`config.mk`:
```
export PLATFORM = sky130hd
export DESIGN_NAME = midi_event_byte_encoder
export DESIGN_NICKNAME = d
export VERILOG_FILES = /design/src/sv/mdenc_pkg.sv /design/src/sv/mdenc_front.sv /design/src/sv/mdenc_queue.sv /design/src/sv/mdenc_back.sv /design/src/sv/midi_event_byte_encoder.sv
export SDC_FILE = /design/constraint.sdc
export NUM_CORES = 1
export LEC_CHECK = 0
export ABC_AREA = 1
export BUFFER_PORTS_ARGS = -buffer_cell sky130_fd_sc_hd__buf_2
export CAP_MARGIN = 15
export CELL_PAD_IN_SITES_DETAIL_PLACEMENT = 0
export CELL_PAD_IN_SITES_GLOBAL_PLACEMENT = 2
export CORE_ASPECT_RATIO = 0.5
export CORE_MARGIN = 8
export CORE_UTILIZATION = 40
export DETAILED_ROUTE_END_ITERATION = 10
export PLACE_DENSITY_LB_ADDON = 0.1
export SKIP_CTS_REPAIR_TIMING = 1
export SLEW_MARGIN = 10
export SYNTH_ARGS = -nofsm -noshare
export SYNTH_HDL_FRONTEND = slang
export SYNTH_SLANG_ARGS = --single-unit
```
`constraint.sdc`:
```
create_clock -name clk -period 7.7 [get_ports clk]
set_input_delay 1.54 -clock clk [delete_from_list [all_inputs] [get_ports clk]]
set_output_delay 1.54 -clock clk [all_outputs]
set_load 0.005 [all_outputs]
```
`src/sv/mdenc_pkg.sv`:
```
package mdenc_pkg;

  localparam int unsigned MaxBytes = 6;
  localparam int unsigned IdxW = $clog2(MaxBytes);
  localparam int unsigned CntW = $clog2(MaxBytes + 1);
  localparam int unsigned Septets = 5;

  // event kinds
  localparam logic [2:0] MODE_NOTE_OFF = 3'd0;
  localparam logic [2:0] MODE_NOTE_ON  = 3'd1;
  localparam logic [2:0] MODE_CONTROL  = 3'd2;
  localparam logic [2:0] MODE_PROGRAM  = 3'd3;
  localparam logic [2:0] MODE_PITCH    = 3'd4;
  localparam logic [2:0] MODE_TEMPO    = 3'd5;
  localparam logic [2:0] MODE_VARLEN   = 3'd6;
  localparam logic [2:0] MODE_UNUSED   = 3'd7;

  localparam logic [7:0] STATUS_NOTE_OFF = 8'h80;
  localparam logic [7:0] STATUS_NOTE_ON  = 8'h90;
  localparam logic [7:0] STATUS_CONTROL  = 8'hB0;
  localparam logic [7:0] STATUS_PROGRAM  = 8'hC0;
  localparam logic [7:0] STATUS_PITCH    = 8'hE0;
  localparam logic [7:0] META_PREFIX     = 8'hFF;
  localparam logic [7:0] TEMPO_TYPE      = 8'h51;
  localparam logic [7:0] TEMPO_LEN       = 8'h03;
  localparam logic       CONT_BIT        = 1'b1;

  typedef struct packed {
    logic [MaxBytes-1:0][7:0] bytes;
    logic [CntW-1:0]          count;
  } event_t;

  typedef struct packed {
    logic empty;
    logic full;
  } q_status_t;

endpackage

```
`src/sv/mdenc_front.sv`:
```
module mdenc_front (
  input  logic                   start,
  input  logic                   full,
  input  logic [2:0]             mode,
  input  logic [3:0]             channel,
  input  logic [6:0]             data_key,
  input  logic [31:0]            data_value,
  output logic                   push,
  output mdenc_pkg::event_t      ev
);

  logic [mdenc_pkg::Septets-1:0][6:0] sept;
  logic [2:0]                         n_sept;
  logic [2:0]                         pos;
  logic                               known;

  // septets of the variable-length value, least significant first
  always_comb begin
    for (int i = 0; i < 4; i++) begin
      sept[i] = data_value[7*i +: 7];
    end
    sept[4] = {3'b000, data_value[31:28]};
    if (sept[4] != 7'd0) begin
      n_sept = 3'd5;
    end else if (sept[3] != 7'd0) begin
      n_sept = 3'd4;
    end else if (sept[2] != 7'd0) begin
      n_sept = 3'd3;
    end else if (sept[1] != 7'd0) begin
      n_sept = 3'd2;
    end else begin
      n_sept = 3'd1;
    end
  end

  always_comb begin
    ev    = '0;
    known = 1'b1;
    pos   = '0;
    unique case (mode)
      mdenc_pkg::MODE_NOTE_OFF: begin
        ev.bytes[0] = mdenc_pkg::STATUS_NOTE_OFF | {4'h0, channel};
        ev.bytes[1] = {1'b0, data_key};
        ev.bytes[2] = 8'h00;
        ev.count    = mdenc_pkg::CntW'(3);
      end
      mdenc_pkg::MODE_NOTE_ON: begin
        ev.bytes[0] = mdenc_pkg::STATUS_NOTE_ON | {4'h0, channel};
        ev.bytes[1] = {1'b0, data_key};
        ev.bytes[2] = {1'b0, data_value[6:0]};
        ev.count    = mdenc_pkg::CntW'(3);
      end
      mdenc_pkg::MODE_CONTROL: begin
        ev.bytes[0] = mdenc_pkg::STATUS_CONTROL | {4'h0, channel};
        ev.bytes[1] = {1'b0, data_key};
        ev.bytes[2] = {1'b0, data_value[6:0]};
        ev.count    = mdenc_pkg::CntW'(3);
      end
      mdenc_pkg::MODE_PROGRAM: begin
        ev.bytes[0] = mdenc_pkg::STATUS_PROGRAM | {4'h0, channel};
        ev.bytes[1] = {1'b0, data_key};
        ev.count    = mdenc_pkg::CntW'(2);
      end
      mdenc_pkg::MODE_PITCH: begin
        ev.bytes[0] = mdenc_pkg::STATUS_PITCH | {4'h0, channel};
        ev.bytes[1] = {1'b0, data_value[6:0]};
        ev.bytes[2] = {1'b0, data_value[13:7]};
        ev.count    = mdenc_pkg::CntW'(3);
      end
      mdenc_pkg::MODE_TEMPO: begin
        ev.bytes[0] = mdenc_pkg::META_PREFIX;
        ev.bytes[1] = mdenc_pkg::TEMPO_TYPE;
        ev.bytes[2] = mdenc_pkg::TEMPO_LEN;
        ev.bytes[3] = data_value[23:16];
        ev.bytes[4] = data_value[15:8];
        ev.bytes[5] = data_value[7:0];
        ev.count    = mdenc_pkg::CntW'(6);
      end
      mdenc_pkg::MODE_VARLEN: begin
        // most significant septet first, continuation bit on all but the last
        for (int k = 0; k < mdenc_pkg::Septets; k++) begin
          pos = n_sept - 3'd1 - 3'(k);
          if (3'(k) < n_sept) begin
            ev.bytes[k] = {(3'(k) != n_sept - 3'd1) & mdenc_pkg::CONT_BIT, sept[pos]};
          end
        end
        ev.count = mdenc_pkg::CntW'(n_sept);
      end
      default: begin
        known = 1'b0;
      end
    endcase
  end

  // unused kind is taken and dropped without results
  assign push = start && !full && known;

endmodule

```
`src/sv/mdenc_queue.sv`:
```
module mdenc_queue (
  input  logic                  clk,
  input  logic                  rst,
  input  logic                  push,
  input  mdenc_pkg::event_t     push_ev,
  input  logic                  pop,
  output mdenc_pkg::event_t     head,
  output mdenc_pkg::q_status_t  stat
);

  mdenc_pkg::event_t entries [2];
  logic              wr_ptr;
  logic              rd_ptr;
  logic [1:0]        fill;

  always_ff @(posedge clk) begin
    if (push) begin
      entries[wr_ptr] <= push_ev;
    end
  end

  always_ff @(posedge clk) begin
    if (rst) begin
      wr_ptr <= 1'b0;
      rd_ptr <= 1'b0;
      fill   <= 2'd0;
    end else begin
      if (push) begin
        wr_ptr <= ~wr_ptr;
      end
      if (pop) begin
        rd_ptr <= ~rd_ptr;
      end
      case ({push, pop})
        2'b10:   fill <= fill + 2'd1;
        2'b01:   fill <= fill - 2'd1;
        default: fill <= fill;
      endcase
    end
  end

  assign head       = entries[rd_ptr];
  assign stat.empty = (fill == 2'd0);
  assign stat.full  = (fill == 2'd2);

endmodule

```
`src/sv/mdenc_back.sv`:
```
module mdenc_back (
  input  logic                  clk,
  input  logic                  rst,
  input  mdenc_pkg::event_t     head,
  input  mdenc_pkg::q_status_t  stat,
  output logic                  pop,
  output logic                  strobe,
  output logic [7:0]            out_byte,
  output logic                  last
);

  logic [mdenc_pkg::IdxW-1:0] idx;
  logic [mdenc_pkg::IdxW-1:0] idx_next;
  logic                       at_end;

  assign at_end = (mdenc_pkg::CntW'(idx) == head.count - mdenc_pkg::CntW'(1));
  assign pop    = !stat.empty && at_end;

  always_comb begin
    idx_next = idx;
    if (!stat.empty) begin
      idx_next = at_end ? '0 : idx + mdenc_pkg::IdxW'(1);
    end
  end

  always_ff @(posedge clk) begin
    if (rst) begin
      idx    <= '0;
      strobe <= 1'b0;
    end else begin
      idx    <= idx_next;
      strobe <= !stat.empty;
    end
  end

  always_ff @(posedge clk) begin
    out_byte <= head.bytes[idx];
    last     <= at_end;
  end

endmodule

```
`src/sv/midi_event_byte_encoder.sv`:
```
// MIDI event byte encoder
// input channel: an event request (mode, channel, data_key, data_value) is
// transferred at a rising edge with start high and busy low
// result channel: the encoded bytes leave one per cycle on out_byte, each
// for exactly one cycle with strobe high; last marks the final byte of an
// event; the receiver cannot stall, so the output never waits
// path: when the block is empty, an event is written into a queue entry at its
// transfer and its first byte is then registered onto the ports by the serializer
// serializer: it sends one byte per cycle; an event has 2 bytes for program
// change, 3 for the other channel messages, 6 for tempo meta, 1 to 5 for a
// variable-length value; a two-entry queue between classifier and serializer
// lets requests be taken back to back while it has room, busy is high while
// it is full
// mode 7 is taken and gives no bytes
// reset: synchronous, clears the queue and the serializer, no output strobe
module midi_event_byte_encoder (
  input  logic        clk,
  input  logic        rst,
  input  logic        start,
  output logic        busy,
  input  logic [2:0]  mode,
  input  logic [3:0]  channel,
  input  logic [6:0]  data_key,
  input  logic [31:0] data_value,
  output logic        strobe,
  output logic [7:0]  out_byte,
  output logic        last
);

  mdenc_pkg::event_t    push_ev;
  mdenc_pkg::event_t    head;
  mdenc_pkg::q_status_t q_stat;
  logic                 push;
  logic                 pop;

  assign busy = q_stat.full;

  mdenc_front u_front (
    .start      (start),
    .full       (q_stat.full),
    .mode       (mode),
    .channel    (channel),
    .data_key   (data_key),
    .data_value (data_value),
    .push       (push),
    .ev         (push_ev)
  );

  mdenc_queue u_queue (
    .clk     (clk),
    .rst     (rst),
    .push    (push),
    .push_ev (push_ev),
    .pop     (pop),
    .head    (head),
    .stat    (q_stat)
  );

  mdenc_back u_back (
    .clk      (clk),
    .rst      (rst),
    .head     (head),
    .stat     (q_stat),
    .pop      (pop),
    .strobe   (strobe),
    .out_byte (out_byte),
    .last     (last)
  );

  a_no_overflow: assert property (@(posedge clk) disable iff (rst)
    push |-> !q_stat.full)
    else $error("push into full queue");

  a_unused_dropped: assert property (@(posedge clk) disable iff (rst)
    (start && !busy && mode == mdenc_pkg::MODE_UNUSED) |-> !push)
    else $error("unused mode entered the queue");

  a_strobe_from_queue: assert property (@(posedge clk) disable iff (rst)
    strobe |-> $past(!q_stat.empty))
    else $error("byte sent with empty queue");

  a_last_pops: assert property (@(posedge clk) disable iff (rst)
    (strobe && last) |-> $past(pop))
    else $error("last byte without queue pop");

endmodule

```
# After elaboration in Yosys (flattened, before gate mapping)
# Memory sizes are Yosys's and may differ from the RTL's. A register that Yosys moved wholly into a read port is not among the register bits.
# Index checks and enable logic that the tools add are counted.
[word_totals] reg_bits=17 ram_bits=102 in_bits=49 output_inout_bits=11 elab_cells=91 mem_count=1
[memory_table] memory="u_queue.entries" depth=2 word_bits=51 read_ports=1 rd_clocked_by_memory_dff=1 write_ports=1 line="mdenc_queue.sv:11" source="mdenc_pkg::event_t entries [2];"
[op_classes] addsub=9 magnitude_cmp=11 n_eq_ne=14 n_mux=32 bitwise=2 n_reduce_logical=15
[ops] op="case mux 19 bit (7 select lines)" count=1
[ops] op="binary-select mux 7 bit (select 3 bit)" count=5
[ops] op="2-to-1 mux 8 bit" count=7
[ops] op="2-to-1 mux 7 bit" count=5
[ops] op="case mux 16 bit (2 select lines)" count=1
[ops] op="case mux 8 bit (4 select lines)" count=1
[ops] op="binary-select mux 8 bit (select 3 bit)" count=1
[ops] op="less-than comparator 3 x 4 -> 1 bit (second input constant)" count=6
[ops] op="nonzero test 7 bit" count=3
[ops] op="equality test 3 bit (second input constant)" count=3
[ops] op="2-to-1 mux 3 bit" count=3
[ops] op="subtractor 3 x 1 -> 3 bit (second input constant)" count=3
[ops] op="OR reduction 7 bit" count=1
[ops] op="equality test 3 x 2 -> 1 bit (second input constant)" count=2
[ops] op="less-than comparator 1 x 3 -> 1 bit (first input constant)" count=2
[ops] op="less-than comparator 2 x 3 -> 1 bit (first input constant)" count=2
[ops] op="!= test 2 x 3 -> 1 bit (first input constant)" count=2
[ops] op="subtractor 3 x 2 -> 3 bit (second input constant)" count=2
[ops] op="2-to-1 mux 1 bit" count=5
[ops] op="equality test 2 bit (second input constant)" count=2
[ops] op="2-to-1 mux 2 bit" count=2
[ops] op="case mux 2 bit (2 select lines)" count=1
[ops] op="nonzero test 4 bit" count=1
[ops] op="adder 3 x 1 -> 3 bit (second input constant)" count=1
[ops] op="other kinds (17)" count=21

# Depth between registers and ports, before layout
[depth] ltp_word=11 ltp_mapped=18 ltp_nobuf=17

# Hierarchy
# A second synthesis with hierarchy kept.
[unflattened] cells_unflattened=700 area_unflattened_um2=6869.1
[modules_own_cells] mod="mdenc_queue" n_inst=1 cells_each=192 area_per_inst_um2=4161.5 seq_area_each_um2=3163.0
[modules_own_cells] mod="mdenc_front" n_inst=1 cells_each=362 area_per_inst_um2=1761.7 seq_area_each_um2=0.0
[modules_own_cells] mod="mdenc_back" n_inst=1 cells_each=146 area_per_inst_um2=945.9 seq_area_each_um2=260.2

# Worst setup path before layout
# OpenSTA, ideal clock, no wires.
[synth_timing] path_kind="input to register" from="input port mode[0]" to="memory u_queue.entries[1][0] in the netlist's numbering, enable pin" setup_ps=461 t_arrival_ps=4322 required_ps=7239 path_slack_ps=2917 path_stages=6 path_buffers=1 cell_sequence="clkbuf_1 > inv_1 > nor2_1 > nor3_1 > inv_1 > nor2_1"
[synth_via] elab_chain_cells=6 elab_cells_between_ends=12 classes_between="eq/ne (6); mux (3); reduce/logical (3)"
[synth_lines] item="start, declared" line="midi_event_byte_encoder.sv:21" source="input logic [2:0] mode,"
[synth_lines] item="equality test 3 x 2 -> 1 bit, or another cell as far along" line="mdenc_front.sv:40" source="unique case (mode)"
[synth_lines] item="OR reduction 7 bit (no source line) (*)"
[synth_lines] item="2-to-1 mux 1 bit (*)" line="mdenc_front.sv:40"
[synth_lines] item="logical AND 1 bit (*)" line="mdenc_front.sv:96" source="assign push = start && !full && known;"
[synth_lines] item="2-to-1 mux 1 bit (*)" line="mdenc_queue.sv:17" source="if (push) begin"
[synth_lines] item="2-to-1 mux 1 bit (implied by the code) (*)" line="mdenc_queue.sv:18" source="entries[wr_ptr] <= push_ev;"
[synth_lines] item="end, declared" line="mdenc_queue.sv:11"
# Mark *: on every way between the ends. The rest lies on a longest branch, timed or not.

==> metrics.md <==
| Metric | Value |
|---|---|
| DIE WIDTH | 193.3 um |
| Switch share | 0.2853 |
| Largest net degree at the start of global routing | 57 |
| Maximum vdd drop | 0.1524 mV |
| DP Cell Count | 918 |
| Row cnt | 32 |
| Routed vias | 5111 |
| Commonest cells after routing, fill and taps aside | nand2_1 (121), edfxtp_1 (102), nor2_1 (93) |
| Psw | 600.4 uW |
| H-tree lvl count | 4 |
| Post-synth top area share | 0.4874 |
| Number of antenna violations at the first check in global routing | 0 |
| Share of layout cells above drive strength 1 | 0.1702 |
| Drt drc | 0 |
| FF+latch area | 3425 um^2 |
| Clk pwr share | 0.375 |
| Post-synth EDFFs | 102 |
| Most frequent CP cell | inv_1 |
| Setup Crit Path Kind | in -> reg |
| Min Clock Period, post-route | 4.492 ns |
| Worst Tran Pin Value | 0.8192 ns |
| Synth top area cells | edfxtp_1 (49%), nand2_1 (7.2%), dfxtp_1 (5.7%) |
| DRT Wirelength | 19530 um |
| Synthesized area per cell | 9.229 um^2 |
| Sequential share of the synthesized area | 0.5447 |
| Initial core utilization | 0.4088 |
| Final RePlAce weighted congestion | 0.8722 |
| CP startpoint | data_value[29] |
| Clk_lat worst skew | 0.41 ns |
| Final setup viols | 0 |
| First-pass GRT wire length | 29100 um |
| Layout Cells excl Fill | 950 |
| Ys async rst share | 0 |
| Logic gate share of total power | 0.219 |
| Vias in the first global route | 4729 |
| Slew HR | 0.4531 |
| Final Slew Violations | 0 |
| Drt pass-1 iters | 5 |
| Nets@finish | 789 |
| YS warnings | 0 |
| Crit. End Element | flop |
| Leakage power | 2.931 nW |
| Worst hold path type | reg -> reg |
| WL/cell | 20.55 um |
| Filler cells | 1508 |
| CP max FO | 56 |
| Footprint of the multi-input gates | 2432 um^2 |
| Max clock buf depth | 2 |
| Outcome | complete, no violations |
| Post-Syn Nets | 737 |
| Max Cap Viol | 0 |
| Grt total ovfl | 0 |
| Slowest stage delay, CP | 0.51 ns |
| Clock Skew | 0.003805 ns |
| CP startpoint kind | input pin |
| GR Util All Layers | 0.1908 |
| CTS tree | done |
| Die area | 20220 um^2 |
| Core Area | 15370 um^2 |
| Ant diodes | 0 |
| Number of I/O port buffers | 59 |
| Worst reg-to-reg path cell count | 13 |
| Worst Path Arrival | 4.63 ns |
| Achievable clock frequency | 0.2226 GHz |
| Total clock sinks | 120 |
| Post-synth cell types | 44 |
| Ys flop type | edfxtp_1 |
| Crit path required time | 7.84 ns |
| Dominant cell type by area after synthesis | edfxtp_1 |
| Final hold vios | 0 |
| Buf+Inv Stages, Crit Path | 6 |
| Power Dens Cells | 287.7 nW/um^2 |
| HPWL after DPL | 14210 um |
| Final design utilization | 0.4757 |
| TritonCTS Buffers | 17 |
| Clock-pin slew on the worst setup and hold paths | 0.05 ns |
| Internal power | 1.504 mW |
| Tcrit/Tclk final | 0.5833 |
| Root buffer cell | clkbuf_16 |
| Setup TNS | 0 ns |
| Worst setup path end | u_queue.entries[1][21] |
| Critical path depth | 13 |
| DRT iter0 DRCs | 590 |
| CP Cell Sequence | buf_2, inv_1, nand4_2, inv_2, nand2_8, inv_1, ha_1, inv_2, nor2_1, inv_1, nand2_1, o21ai_0, o31ai_1 |
| Area growth from synthesis to layout | 16.38% |
| Via density | 5.380 |
| Die Y | 104.6 um |
| Number of synthesized register bits | 120 |
| IO Count | 60 |
| Reg2reg setup slack | 4.36 ns |
| RSZ-0062 raised after global routing | false |
| Final ANT Viol Nets | 0 |
| Top Family by Delay on Critical Path | buffers and inverters |
| Commonest non-fill, non-tap cell in the layout | nand2_1 |
| Syn Inst Count | 681 |
| R2r endpoint | u_queue.fill[1] |
| Synthesized area | 6285 um^2 |
| Critical-path top delay cell | ha_1 |
| Sequential share of power | 0.406 |
==> worst min path at each step <==
stage                              start    to  slack [ns]  depth (start not counted)
after CTS                 u_queue.rd_ptr  flop        0.48                          2
after global routing      u_queue.rd_ptr  flop        0.50                          2
after global placement    u_queue.rd_ptr  flop        0.46                          2
after floorplan           u_queue.rd_ptr  flop        0.45                          2
final                     u_queue.rd_ptr  flop        0.47                          2
after detailed placement  u_queue.rd_ptr  flop        0.47                          2
==> cell usage after synthesis, types with 5 or more instances <==
| master | instances |
|---|---|
| clkbuf_1 | 20 |
| o221ai_1 | 6 |
| o22ai_1 | 13 |
| o21ai_0 | 52 |
| buf_6 | 7 |
| nand3_1 | 41 |
| mux2i_1 | 7 |
| o21ai_1 | 23 |
| o211ai_1 | 20 |
| inv_2 | 11 |
| xor2_1 | 5 |
| nand2_1 | 121 |
| edfxtp_1 | 102 |
| ha_1 | 7 |
| inv_1 | 59 |
| nor2_1 | 95 |
| o32ai_1 | 14 |
| dfxtp_1 | 18 |
| nand2_2 | 6 |
| a21oi_1 | 13 |
==> worst min-delay path: cells and delay by family, from the launching register on <==
kind | cells | cell delay [ns]
flops | 1 | 0.29
compound gates | 1 | 0.06
buf+inv | 1 | 0.07
==> power groups by stage <==
| stage | clock (mW) | sequential [mW] | combinational (mW) |
|---|---|---|---|
| after global routing | 0.834 | 0.864 | 0.511 |
| after global placement | 0 | 0.865 | 0.466 |
| after detailed placement | 0 | 0.867 | 0.466 |
| after CTS | 0.803 | 0.855 | 0.467 |
| final | 0.790 | 0.853 | 0.461 |
| after floorplan | 0 | 0.864 | 0.299 |
==> stage by stage <==
stage                     area (um^2)  power [mW]  hold slack [ns]  worst slack (ns)
final                            7315       2.104           0.4748             3.208
after global routing             7315       2.208           0.5029             2.982
after CTS                        7315       2.125           0.4758             3.338
after detailed placement         6715       1.333           0.4674             2.920
after global placement           6715       1.331           0.4589             2.976
after floorplan                  6285       1.162           0.4528             2.917
==> cell families (layout without fill, tap and decap cells) <==
logic type	Yosys count	after routing	synth area share
flops	120	120	0.5447
compound gates	154	154	0.1543
xor+xnor	9	9	0.01493
mux	7	7	0.01115
buf+inv	103	168	0.07068
fa+ha+maj	7	7	0.01394
simple gates	281	281	0.1903
==> layout make-up <==
type / count / area share
clock buffer: 23 / 0.06534
clock inverter: 9 / 0.01659
inverter: 72 / 0.03695
multi-input combinational: 458 / 0.3325
sequential: 120 / 0.4682
tap: 204 / 0.03490
timing repair buffer: 64 / 0.04550
==> per-layer routing <==
metal / global-route usage / routed length, um
met3: 0.04257 / 1524
met1: 0.2940 / 10020
met2: 0.2601 / 7807
met5: 0 / 0
met4: 0.05079 / 174
==> sequential cells by signal, indices dropped and copies added (netlist names), named ones only <==
signal,count
u_back.last,1
u_queue.rd_ptr,1
u_queue.fill,2
u_back.idx,3
u_back.out_byte,8
u_queue.entries,102
u_back.strobe,1
u_queue.wr_ptr,1
Power figures use the tool's default switching activity.
